$ cat src/hw/rtl/mtnsp_pkg.sv
// ----------------------------------------------------------------------------
// mtnsp_pkg
// Shared widths, command and result codes, and the control bundles used
// by the neighborhood slot probe and its units.
// ----------------------------------------------------------------------------
package mtnsp_pkg;

  localparam int TABLES_DEF     = 8;
  localparam int SLOTS_DEF      = 1024;
  localparam int MAX_OFFSET_DEF = 3;
  localparam int COUNT_BITS_DEF = 16;

  // Port field widths
  localparam int CMD_W   = 2;
  localparam int SEL_W   = 3;
  localparam int SLOT_W  = 10;
  localparam int HASH_W  = 32;
  localparam int ACNT_W  = 16;
  localparam int KIND_W  = 2;
  localparam int FCNT_W  = 6;

  // Configuration register widths
  localparam int TCNT_W     = 4;
  localparam int TSIZE_W    = 11;
  localparam int NOFF_W     = 2;
  localparam int CFG_IDX_W  = 2;
  localparam int CFG_DATA_W = 11;

  // Internal widths: signed probe distance, signed position, list length
  localparam int DIST_W = 4;
  localparam int POS_W  = 13;
  localparam int LCNT_W = 8;

  localparam logic [CMD_W-1:0] CMD_WRITE  = 2'd0;
  localparam logic [CMD_W-1:0] CMD_FIND   = 2'd1;
  localparam logic [CMD_W-1:0] CMD_NEIGH  = 2'd2;
  localparam logic [CMD_W-1:0] CMD_UNUSED = 2'd3;

  localparam logic [KIND_W-1:0] KIND_FREE = 2'd0;
  localparam logic [KIND_W-1:0] KIND_KICK = 2'd1;
  localparam logic [KIND_W-1:0] KIND_USED = 2'd2;
  localparam logic [KIND_W-1:0] KIND_NONE = 2'd3;

  localparam logic [CFG_IDX_W-1:0] CFG_TABLE_COUNT = 2'd0;
  localparam logic [CFG_IDX_W-1:0] CFG_TABLE_SIZE  = 2'd1;
  localparam logic [CFG_IDX_W-1:0] CFG_NEIGH_OFF   = 2'd2;

  typedef struct packed {
    logic we;
    logic re;
  } mem_ctrl_t;

  typedef struct packed {
    logic busy;
    logic done;
  } div_stat_t;

endpackage

$ cat src/hw/rtl/mtnsp_divider.sv
// ----------------------------------------------------------------------------
// mtnsp_divider
// Restoring remainder unit: one dividend bit per cycle, remainder valid
// with the done pulse that ends the run.
// ----------------------------------------------------------------------------
module mtnsp_divider import mtnsp_pkg::*; (
  input  logic               clk_i,
  input  logic               rst_ni,
  input  logic               start_i,
  input  logic [HASH_W-1:0]  dividend_i,
  input  logic [TSIZE_W-1:0] divisor_i,
  output div_stat_t          stat_o,
  output logic [TSIZE_W-1:0] rem_o
);

  localparam int CW = $clog2(HASH_W);
  localparam logic [CW-1:0] LAST_STEP = CW'(HASH_W - 1);

  logic              busy_q, done_q;
  logic [CW-1:0]     cnt_q;
  logic [HASH_W-1:0] dvd_q;
  logic [TSIZE_W-1:0] dvs_q, rem_q;
  logic [TSIZE_W:0]  trial;
  logic              ge;
  logic [TSIZE_W-1:0] rem_n;

  assign trial = {rem_q, dvd_q[HASH_W-1]};
  assign ge    = trial >= {1'b0, dvs_q};
  assign rem_n = ge ? TSIZE_W'(trial - {1'b0, dvs_q}) : TSIZE_W'(trial);

  always_ff @(posedge clk_i or negedge rst_ni) begin
    if (!rst_ni) begin
      busy_q <= 1'b0;
      done_q <= 1'b0;
      cnt_q  <= '0;
    end else if (start_i) begin
      busy_q <= 1'b1;
      done_q <= 1'b0;
      cnt_q  <= '0;
    end else if (busy_q) begin
      cnt_q <= cnt_q + CW'(1);
      if (cnt_q == LAST_STEP) begin
        busy_q <= 1'b0;
        done_q <= 1'b1;
      end
    end else begin
      done_q <= 1'b0;
    end
  end

  always_ff @(posedge clk_i) begin
    if (start_i) begin
      dvd_q <= dividend_i;
      dvs_q <= divisor_i;
      rem_q <= '0;
    end else if (busy_q) begin
      dvd_q <= {dvd_q[HASH_W-2:0], 1'b0};
      rem_q <= rem_n;
    end
  end

  assign stat_o.busy = busy_q;
  assign stat_o.done = done_q;
  assign rem_o       = rem_q;

endmodule

$ cat config.mk
export PLATFORM = sky130hd
export DESIGN_NAME = mtnsp_divider
export DESIGN_NICKNAME = d
export VERILOG_FILES = /design/src/hw/rtl/mtnsp_pkg.sv /design/src/hw/rtl/mtnsp_divider.sv
export SDC_FILE = /design/constraint.sdc
export NUM_CORES = 1
export LEC_CHECK = 0
export BUFFER_PORTS_ARGS = -buffer_cell sky130_fd_sc_hd__buf_2
export CORE_AREA = 2 2 114 116
export DETAILED_ROUTE_END_ITERATION = 7
export DIE_AREA = 0 0 116 118
export GPL_TIMING_DRIVEN = 1
export PLACE_DENSITY = 0.43
export SKIP_LAST_GASP = 1
export SLEW_MARGIN = 30
export SYNTH_ARGS = -nofsm -noshare
export SYNTH_HDL_FRONTEND = slang
export SYNTH_SLANG_ARGS = --single-unit
$ cat constraint.sdc
create_clock -name clk_i -period 3.3 [get_ports clk_i]
set_input_delay 0 -clock clk_i [delete_from_list [all_inputs] [get_ports clk_i]]
set_output_delay 0 -clock clk_i [all_outputs]
set_load 0.05 [all_outputs]
# After elaboration in Yosys (flattened, before gate mapping)

Cells that the tools add are included.

Register bits: 61
Output and inout port bits: 13

$add $sub $neg: 2
Order comparisons: 1
Equal/unequal tests: 2
Muxes and demuxes: 11
Reduce and logical (&&, ||, !) cells: 1

Operators by type and width:

| cell                | count |
|---|---|
| $mux 32             | 2 |
| $ge 12x11->1        | 1 |
| $mux 11             | 1 |
| $sub 11x11->11      | 1 |
| $mux 5              | 2 |
| $mux 1              | 6 |
| $add 5x1->5 const B | 1 |
| $eq 5x5->1 const B  | 1 |
| $ne 3x2->1 const B  | 1 |
| $reduce_bool 2->1   | 1 |

# Longest topological paths before layout

Gate-level depths: netlist (run 1).

Depth in word-level cells: 4
Mapped depth: 10

# Least setup slack after synthesis (run 1)

OpenSTA, ideal clock, no wires.

Path type: reg2reg
Start point: register rem_q[0], in the netlist rem_o[0]
End point: register rem_q[6], in the netlist rem_o[6]
Setup time: 0.079 ns
Arrival time: 2.720 ns
Required time: 3.221 ns
Slack: 0.501 ns
Stages on the path, launching flop included: 10
Buffers on the path: 1
Period minus slack after synthesis: 2.799 ns
Cell sequence: dfxtp_1 inv_1 fa_1 nand2b_2 o2bb2ai_2 a211o_1 and2_4 buf_6 or3b_1 a211oi_2

Cells in the longest elaborated chain, start to end: 2
Elaborated cells between the ends (all ways): 3

Ends and longest elaborated chain:

| element                                               | RTL line                                 | source |
|---|---|---|
| start, declared                                       | mtnsp_divider.sv:22                      | `logic [TSIZE_W-1:0] dvs_q, rem_q;` |
| start signal, assigned                                | mtnsp_divider.sv:58                      | `rem_q <= rem_n;` |
| $sub 11x11->11 / $ge 12x11->1 (equally long branches) | mtnsp_divider.sv:29, mtnsp_divider.sv:28 |  |
| $mux 11 (*)                                           | mtnsp_divider.sv:29                      | `assign rem_n = ge ? TSIZE_W'(trial - {1'b0, dvs_q}) : TSIZE_W'(trial);` |

Mark *: on every way between the ends. The rest lies on a longest branch, timed or not.
A chain may end at the register's enable or synchronous reset.

# Worst setup path in the final report (run 1)

Start point: register dvd_q[31]
End point: register rem_q[4], in the netlist rem_o[4]

Cells in the longest elaborated chain, start to end: 2
Elaborated cells between the ends (all ways): 3

Ends and longest elaborated chain:

| element                                               | RTL line                                 | source |
|---|---|---|
| start, declared                                       | mtnsp_divider.sv:21                      | `logic [HASH_W-1:0] dvd_q;` |
| start signal, assigned                                | mtnsp_divider.sv:53                      | `dvd_q <= dividend_i;` |
| start signal, assigned                                | mtnsp_divider.sv:57                      | `dvd_q <= {dvd_q[HASH_W-2:0], 1'b0};` |
| $sub 11x11->11 / $ge 12x11->1 (equally long branches) | mtnsp_divider.sv:29, mtnsp_divider.sv:28 |  |
| $mux 11 (*)                                           | mtnsp_divider.sv:29                      |  |

Marked as above.

==> metrics.csv, run 1 <==
stage;metric;value;unit
outcome;outcome;completed;
power;power_density;711;nW/µm²
final_layout;design_area;4280;µm²
yosys;synth.area.mux_share;0.132;
timing;setup_tns;0;ps
clocking;postCtsSetupBuffers;0;
timing;max_slew_margin;0.428;
clocking;cts.clk_slew.worst_paths;60;ps
setup_path;crit_required;3520;ps
setup_path;end_kind;register;
power;vdd_drop_max;272;µV
timing;finalHoldViolCount;0;
setup_path;path_buf_inv;1;
timing;period_share;0.785;
yosys;synth_top_family_by_area;multiplexers;
yosys;syn-instance-count;246;
final_layout;layout_commonest_cell;buf_2;
clocking;h-tree-depth;3;
setup_path;rr_startpoint;dvd_q[31];
yosys;synth-simple-area-share;0.0857;
yosys;synthAdderAreaFrac;0.0601;
setup_path;rrSetupSlack;710;ps
final_layout;area_growth;41.0;%
global_routing;grt_use_total;0.109;
route;postRouteAntennaNets;0;
die;coreArea;12400;µm²
yosys;synth_edf_count;43;
yosys;ys_seq_area_frac;0.555;
power;leakage;1.84;nW
final_layout;n_antenna_cell;0;
setup_path;path_cells;inv_1 -> ha_1 -> fa_1 -> nand2b_2 -> o2bb2ai_2 -> a211o_1 -> nand2_1 -> mux2_2 -> a22o_1;
yosys;syn_area;3040;µm²
die;start_util;0.245;
clocking;clock-root-buffer;clkbuf_16;
route;avgRoutedWirePerCell;13.0;µm
yosys;synth_ff_type;edfxtp_1;
yosys;ys_seq_elements;61;
clocking;cts.sinks;61;
yosys;syn_avg_cell_area;12.3;µm²
clocking;cts_buffers;9;
yosys;synth_nets;306;
global_routing;antenna_found_initial;0;
yosys;synth_compound_area_frac;0.111;
place;gp_congestion;0.875;
timing;post-route-min-period;2590;ps
yosys;synth_cell_type_count;46;
route;firstDrtPassIters;4;
clocking;cts_hold_buf;44;
die;die_w;116;µm
setup_path;cp_slowest_cell;fa_1;
route;wirelength;6.87;mm
global_routing;grt_max_degree;54;
place;hpwl;4.76;mm
die;chipHeight;118;µm
setup_path;max_stage_delay;400;ps
die;placementRows;41;
die;io_pins;59;
route;remaining_drc_errors;0;
global_routing;grt_pass1_wl;11.3;mm
clocking;clockBufferDepth;2;
timing;timing.final.max_slew_violations;0;
yosys;yosysWarnings;0;
timing;worst_pin_slew;854;ps
clocking;clock_latency;330;ps
clocking;post_cts_resized;0;
run;maxCapViolations;0;
setup_path;r2r_end;rem_o[4];
timing;skew;4.49;ps
setup_path;cp.arrival;2810;ps
yosys;synth-xor-area-share;0.0202;
timing;max_freq;0.386;GHz
die;die_area;13700;µm²
route;drt_iter0_drc;104;
setup_path;crit_fanout;8;
timing;setup_viol;0;
final_layout;final_cell_mix;buf_2, dlygate4sd3_1, edfxtp_1, mux2_2, nor2_1;
setup_path;cp-start-kind;register;
timing;rsz0062_at_grt;no;
final_layout;fin_nets;412;
global_routing;grt_pass1_vias;2299;
route;routed-via-count;2241;
final_layout;drive_above_1_share;0.322;
yosys;synthArstFlopShare;0.115;
setup_path;worstRegToRegCells;9;
setup_path;critical-path-top-delay-family;compound AO/OA/AOI/OAI gates;
global_routing;grt_overflow;0;
place;io_buffers;58;
setup_path;crit_type;register to register;
route;viasPerCell;4.24;
place;postPlaceCellArea;3510;µm²
clocking;cts_tree;built;
worst_hold_path;hold_path.class;input port to asynchronous set/reset pin;
cells in the mapped netlist (2+ instances only):
| cell | count | area share |
|---|---|---|
| edfxtp_1 | 43 | 0.43 |
| mux2_2 | 33 | 0.12 |
| nor2_1 | 20 | 0.025 |
| inv_1 | 16 | 0.020 |
| o21ai_0 | 14 | 0.023 |
| a21oi_1 | 13 | 0.021 |
| ha_1 | 13 | 0.054 |
| nand2_1 | 12 | 0.015 |
| dfxtp_1 | 11 | 0.072 |
| dfrtp_1 | 7 | 0.058 |
| clkbuf_1 | 6 | 0.0074 |
| o21a_1 | 4 | 0.0099 |
| xnor2_1 | 4 | 0.012 |
| a22o_1 | 3 | 0.0087 |
| mux2i_1 | 3 | 0.0099 |
| nand4_1 | 3 | 0.0062 |
| nor3_1 | 3 | 0.0049 |
| xor2_1 | 3 | 0.0087 |
| a211oi_1 | 2 | 0.0049 |
| a21o_1 | 2 | 0.0049 |
| and3_1 | 2 | 0.0041 |
| buf_4 | 2 | 0.0049 |
| nand2b_1 | 2 | 0.0041 |
| nor2b_1 | 2 | 0.0041 |
| or3_1 | 2 | 0.0041 |
report_power, final:
group	total [mW]	internal (mW)	switching, mW	leakage (nW)
logic	0.983	0.399	0.584	1.04
clock network	1.04	0.703	0.339	0.167
registers	1.02	0.936	0.0852	0.629
total	3.05	2.04	1.01	1.84
state kept, by name, indices dropped and copies added (netlist names):
name and count:
dvd_q 32, done_q 1, busy_q 1, rem_o 11, dvs_q 11, cnt_q 5
per-layer routing:
metal | share of wire | vias up | GRT usage
li1 | - | 1121 | -
met1 | 0.45 | 1047 | 0.129
met2 | 0.47 | 61 | 0.173
met3 | 0.059 | 12 | 0.0469
met4 | 0.017 | 0 | 0.0402
met5 | 0 | - | 0
cell families (layout without fill, tap and decap cells):
logic type / count (synthesis) / in the layout
muxes: 36 / 36
buffers and inverters: 25 / 136
and+or+nand+nor: 53 / 53
xor gates and xnor gates: 7 / 7
DFF: 61 / 61
AOI/OAI and AO/OA: 50 / 50
adders and majority gates: 14 / 14
stage by stage:
step | total power [mW] | std cells | hold WS, ps | setup slack (ps) | utilization
after CTS | 3.10 | 529 | 21.0 | 698 | 0.345
after global routing | 3.23 | 529 | 45.5 | 554 | 0.345
after global placement | 1.99 | 469 | -154 | 747 | 0.283
final | 3.05 | 529 | 25.3 | 708 | 0.345
after detailed placement | 1.98 | 469 | -157 | 717 | 0.283
after floorplan | 1.76 | 246 | -296 | 501 | -
final cells by class:
class                      instances  area [µm²]
fill                            1274        8130
sequential                        61        1690
multi-input combinational        160        1240
clock buffer                      10         250
tap                              172         215
inverter                          16        60.1
clock inverter                     6        83.8
timing repair buffer             104         746
how the worst max path moves through the flow:
stage,from,to,slack (ps),depth (start not counted)
6_report,dvd_q[31],rem_o[4],710,9
3_3_place_gp,dvd_q[31],rem_o[4],750,9
4_1_cts,dvd_q[31],rem_o[4],700,9
2_1_floorplan,rem_o[0],rem_o[6],500,9
5_1_grt,dvd_q[31],rem_o[4],550,9
3_5_place_dp,dvd_q[31],rem_o[4],720,9
(Power assumes the default switching activity.)
==> inputs of run 2 (changes only) <==
--- a/config.mk
+++ b/config.mk
@@ -10,7 +10,7 @@
 export DETAILED_ROUTE_END_ITERATION = 7
 export DIE_AREA = 0 0 116 118
 export GPL_TIMING_DRIVEN = 1
-export PLACE_DENSITY = 0.43
+export PLACE_DENSITY = 0.44
 export SKIP_LAST_GASP = 1
 export SLEW_MARGIN = 30
 export SYNTH_ARGS = -nofsm -noshare
==> constraint.sdc (replaced) <==
create_clock -name clk_i -period 2.3 [get_ports clk_i]
set_input_delay 0 -clock clk_i [delete_from_list [all_inputs] [get_ports clk_i]]
set_output_delay 0 -clock clk_i [all_outputs]
set_load 0.05 [all_outputs]
==> metrics.csv, run 2 (synthesis results as in run 1) <==
stage;metric;value;unit
route;wirelength;7.16;mm
place;io_buffers;58;
setup_path;endpoint;rem_o[6];
setup_path;worstSetupStartpoint;dvd_q[31];
setup_path;rr_startpoint;dvd_q[31];
final_layout;final_core_util;0.353;
setup_path;cp_slowest_cell;or3b_1;
final_layout;final_cell_mix;buf_2, dlygate4sd3_1, edfxtp_1, mux2_2, nor2_1;
clocking;cts_buffers;9;
timing;setup_viol;0;
timing;skew;4.44;ps
die;io_pins;59;
die;die_w;116;µm
route;remaining_drc_errors;0;
route;routed-via-count;2248;
setup_path;crit_fanout;4;
power;vdd_drop_max;393;µV
place;preCtsSetupSlack;-26.9;ps
setup_path;r2r_end;rem_o[6];
final_layout;drive_above_1_share;0.376;
final_layout;fin_nets;427;
route;postRouteAntennaNets;0;
setup_path;end_kind;register;
final_layout;largest_reg_flops;32;
setup_path;max_stage_delay;380;ps
clocking;cts.clk_slew.worst_paths;50;ps
clocking;h-tree-depth;3;
timing;fin_ws;6.91;ps
timing;period_share;0.997;
timing;rsz0062_at_grt;yes;
clocking;cts.sinks;61;
power;leakage;1.89;nW
clocking;post_cts_resized;0;
final_layout;n_antenna_cell;0;
setup_path;path_buf_inv;1;
place;gp_congestion;0.812;
global_routing;grt_overflow;0;
timing;timing.final.max_slew_violations;0;
final_layout;top_register;dvd_q;
worst_hold_path;hold_path.class;input port to asynchronous set/reset pin;
power;switching_share;0.341;
clocking;cts_tree;built;
timing;max_slew_margin;0.472;
setup_path;path_cells;inv_1 -> ha_2 -> fa_2 -> nand2b_4 -> o2bb2ai_2 -> a211o_1 -> and2_4 -> or3b_1 -> a211oi_2;
power;pwr-share-clk;0.301;
clocking;clock_latency;330;ps
outcome;outcome;completed;
timing;max_freq;0.436;GHz
global_routing;antenna_found_initial;0;
final_layout;layout_commonest_cell;buf_2;
setup_path;worstRegToRegCells;9;
power;totalPowerFinal;4.42;mW
clocking;clock-root-buffer;clkbuf_16;
final_layout;register_area;1700;µm²
route;drt_iter0_drc;84;
route;firstDrtPassIters;4;
die;coreArea;12400;µm²
final_layout;area_growth;44.4;%
die;placementRows;41;
power;power_density;1010;nW/µm²
power;p_comb_frac;0.364;
route;viasPerCell;4.13;
global_routing;grt_pass1_vias;2252;
final_layout;multi_input_area;1260;µm²
global_routing;grt_use_total;0.111;
timing;post-route-min-period;2290;ps
die;die_area;13700;µm²
timing;setup_tns;0;ps
timing;worst_pin_slew;788;ps
timing;finalHoldViolCount;0;
power;p_switching;1.51;mW
setup_path;crit_cells;9;
setup_path;cp-start-kind;register;
place;hpwl;4.93;mm
clocking;clockBufferDepth;2;
setup_path;rrSetupSlack;7;ps
setup_path;crit_required;2550;ps
final_layout;fillCellCount;1271;
setup_path;critical-path-top-delay-family;simple AND/OR/NAND/NOR gates;
die;start_util;0.245;
global_routing;grt_pass1_wl;11.4;mm
die;chipHeight;118;µm
power;p_seq_frac;0.334;
setup_path;crit_type;register to register;
run;maxCapViolations;0;
setup_path;cp.arrival;2550;ps
power;intPower;2.91;mW
route;avgRoutedWirePerCell;13.2;µm
global_routing;grt_max_degree;37;
[run 2: cell count changes in the layout (fill, tap and decap cells not counted), sizes merged]
cell and delta:
bufinv -1, clkinvlp +1, buf +15
[run 2: how the worst min path moves through the flow]
stage | from | endpoint | slack [ps] | cells past startpoint
2_1_floorplan | rst_ni | busy_q | -300 | 0
6_report | rst_ni | cnt_q[0] | 30 | 2
3_5_place_dp | rst_ni | cnt_q[4] | -150 | 1
4_1_cts | rst_ni | cnt_q[0] | 30 | 2
5_1_grt | rst_ni | cnt_q[0] | 60 | 2
3_3_place_gp | rst_ni | cnt_q[4] | -150 | 1
[run 2: through the flow]
| step | hold WS, ps | instance area, µm² | std cells |
|---|---|---|---|
| after floorplan | -296 | 3070 | 246 |
| after global placement | -151 | 3640 | 482 |
| after detailed placement | -153 | 3640 | 482 |
| after CTS | 30.3 | 4370 | 542 |
| after global routing | 57.9 | 4390 | 544 |
| final | 27.8 | 4390 | 544 |
[run 2: what timing repair did]
| item | CTS | global route |
|---|---|---|
| hold endpoints to repair | 50 | 0 |
| hold buffers | 44 | 0 |
| setup buffers | 0 | 2 |
| pin swaps | 1 | 1 |
| setup endpoints to repair | 1 | 10 |
[run 2: per-layer routing]
| metal | wire, µm | global-route usage | vias up |
|---|---|---|---|
| met5 | 0 | 0 | - |
| met4 | 71 | 0.0290 | 0 |
| met3 | 394 | 0.0520 | 5 |
| met2 | 3400 | 0.174 | 53 |
| met1 | 3290 | 0.135 | 1037 |
| li1 | - | - | 1153 |
[run 2: cell type report]
class	count	area share
tap	172	0.0490
timing repair buffer	119	0.196
clock buffer	10	0.0522
inverter	16	0.0137
multi-input combinational	160	0.288
clock inverter	6	0.0145
sequential	61	0.387
[run 2: power by group through the flow]
stage                     Sequential (mW)  Combinational, mW  Clock (mW)
after floorplan                      1.72              0.856           0
after global placement               1.50               1.53           0
after detailed placement             1.50               1.53           0
after CTS                            1.48               1.59        1.38
after global routing                 1.50               1.76        1.43
final                                1.48               1.61        1.33
==> inputs of run 3 (changes only) <==
--- a/config.mk
+++ b/config.mk
@@ -5,12 +5,13 @@
 export SDC_FILE = /design/constraint.sdc
 export NUM_CORES = 1
 export LEC_CHECK = 0
-export BUFFER_PORTS_ARGS = -buffer_cell sky130_fd_sc_hd__buf_2
 export CORE_AREA = 2 2 114 116
+export CTS_CLUSTER_SIZE = 30
 export DETAILED_ROUTE_END_ITERATION = 7
 export DIE_AREA = 0 0 116 118
+export DONT_BUFFER_PORTS = 1
 export GPL_TIMING_DRIVEN = 1
-export PLACE_DENSITY = 0.44
+export PLACE_DENSITY = 0.4
 export SKIP_LAST_GASP = 1
 export SLEW_MARGIN = 30
 export SYNTH_ARGS = -nofsm -noshare
==> metrics.csv, run 3 (synthesis results as in run 1) <==
stage;metric;value;unit
outcome;outcome;completed;
power;pwr-share-clk;0.296;
power;vdd_drop_max;505;µV
route;firstDrtPassIters;4;
route;routed-via-count;2143;
die;start_util;0.245;
clocking;clock_latency;340;ps
clocking;cts_buffers;9;
global_routing;antenna_found_initial;0;
timing;max_freq;0.436;GHz
global_routing;grt_max_degree;53;
die;coreArea;12400;µm²
setup_path;rr_startpoint;dvd_q[31];
setup_path;cp.arrival;2550;ps
final_layout;final_core_util;0.339;
power;intPower;2.91;mW
clocking;cts.sinks;61;
power;p_comb_frac;0.379;
final_layout;top_register;dvd_q;
timing;setup_viol;0;
setup_path;crit_type;register to register;
worst_hold_path;hold_path.class;input port to register;
timing;skew;4.29;ps
timing;timing.final.max_slew_violations;0;
global_routing;grt_overflow;0;
worst_hold_path;min_from;start_i;
setup_path;end_kind;register;
power;p_seq_frac;0.325;
place;io_buffers;0;
clocking;clockBufferDepth;2;
setup_path;worstSetupStartpoint;dvd_q[31];
global_routing;grt_pass1_vias;2365;
run;maxCapViolations;0;
place;hpwl;4.94;mm
clocking;clock-root-buffer;clkbuf_16;
final_layout;largest_reg_flops;32;
route;postRouteAntennaNets;0;
setup_path;rrSetupSlack;6;ps
die;placementRows;41;
final_layout;fin_nets;381;
power;power_density;1050;nW/µm²
route;viasPerCell;4.30;
timing;finalHoldViolCount;0;
route;drt_iter0_drc;106;
final_layout;area_growth;38.6;%
setup_path;crit_fanout;4;
die;die_area;13700;µm²
die;io_pins;59;
timing;max_slew_margin;0.675;
route;remaining_drc_errors;0;
timing;period_share;0.997;
power;switching_share;0.341;
final_layout;fillCellCount;1292;
place;preCtsSetupSlack;-28.3;ps
die;die_w;116;µm
final_layout;final_cell_mix;dlygate4sd3_1, edfxtp_1, mux2_2, buf_4, nor2_1;
final_layout;drive_above_1_share;0.288;
route;wirelength;7.09;mm
final_layout;n_antenna_cell;0;
setup_path;cp-start-kind;register;
die;chipHeight;118;µm
setup_path;crit_required;2550;ps
final_layout;layout_commonest_cell;dlygate4sd3_1;
place;gp_congestion;0.818;
timing;fin_ws;6.02;ps
global_routing;grt_pass1_wl;11.6;mm
global_routing;grt_use_total;0.114;
power;leakage;1.72;nW
clocking;h-tree-depth;3;
route;avgRoutedWirePerCell;14.2;µm
clocking;cts.clk_slew.worst_paths;50;ps
clocking;cts_tree;built;
timing;rsz0062_at_grt;yes;
timing;worst_pin_slew;486;ps
timing;post-route-min-period;2290;ps
power;p_switching;1.50;mW
==> run 3: cell types whose count changed in the layout (fill, tap and decap cells not counted), moves of 2 or more <==
| cell | change |
|---|---|
| buf_2 | -58 |
| buf_4 | +10 |
| clkinv_1 | +2 |
| clkinv_2 | +2 |
| clkinv_4 | -2 |
| o21ai_0 | -2 |
| o21ai_1 | +2 |
==> run 3: final timing paths <==
check,cells after the start,end
setup / recovery,9,rem_o[6]
hold / removal,2,rem_o[6]
setup reg to reg,9,rem_o[6]
hold reg to reg,2,rem_o[0]
max in group asynchronous,2,busy_q
min in group asynchronous,2,cnt_q[1]
==> run 3: metal layers <==
metal | wire (µm) | track usage
met1 | 3150 | 0.134
met2 | 3390 | 0.181
met3 | 414 | 0.0417
met4 | 129 | 0.0558
met5 | 0 | 0
==> run 3: final cells by class <==
cell class	count	area, µm²	area share
inverters	16	60.1	0.0143
flip-flops and latches	61	1700	0.404
multi-input cells	160	1270	0.303
repair buffers	73	681	0.162
clock buffers	9	225	0.0535
clock inverters	7	56.3	0.0134
well taps	172	215	0.0511
==> run 3: per-stage QoR <==
step / std cells / power, mW / instance area (µm²) / hold slack [ps] / setup TNS (ps)
finish: 498 / 4.41 / 4210 / 13.9 / 0
global route: 498 / 4.67 / 4210 / 29.5 / -266
CTS: 497 / 4.46 / 4190 / 12.5 / -4.04
detailed placement: 435 / 3.03 / 3430 / -295 / -28.3
global placement: 435 / 3.03 / 3430 / -295 / 0
floorplan: 246 / 2.58 / 3070 / -296 / -134
==> run 3: worst max-delay path, cell delays in order (launching register included) <==
cell       delay (ps)
edfxtp_1          340
inv_1              50
ha_2              180
fa_2              340
nand2b_4          150
o2bb2ai_2         130
a211o_1           320
and2_4            170
or3b_1            360
a211oi_2          170
==> run 3: power groups by stage <==
stage	combinational (mW)	clock [mW]	sequential, mW
after floorplan	0.856	0	1.72
after global placement	1.57	0	1.46
after detailed placement	1.57	0	1.46
after CTS	1.67	1.35	1.44
after global routing	1.83	1.39	1.45
final	1.67	1.30	1.43
==> run 3: repair_timing <==
action / CTS / global route
hold buffers: 46 / 0
hold endpoints to repair: 73 / 0
setup endpoints to repair: 2 / 7
pin swaps: 2 / 2
gates resized for setup: 0 / 4
setup buffers: 0 / 1
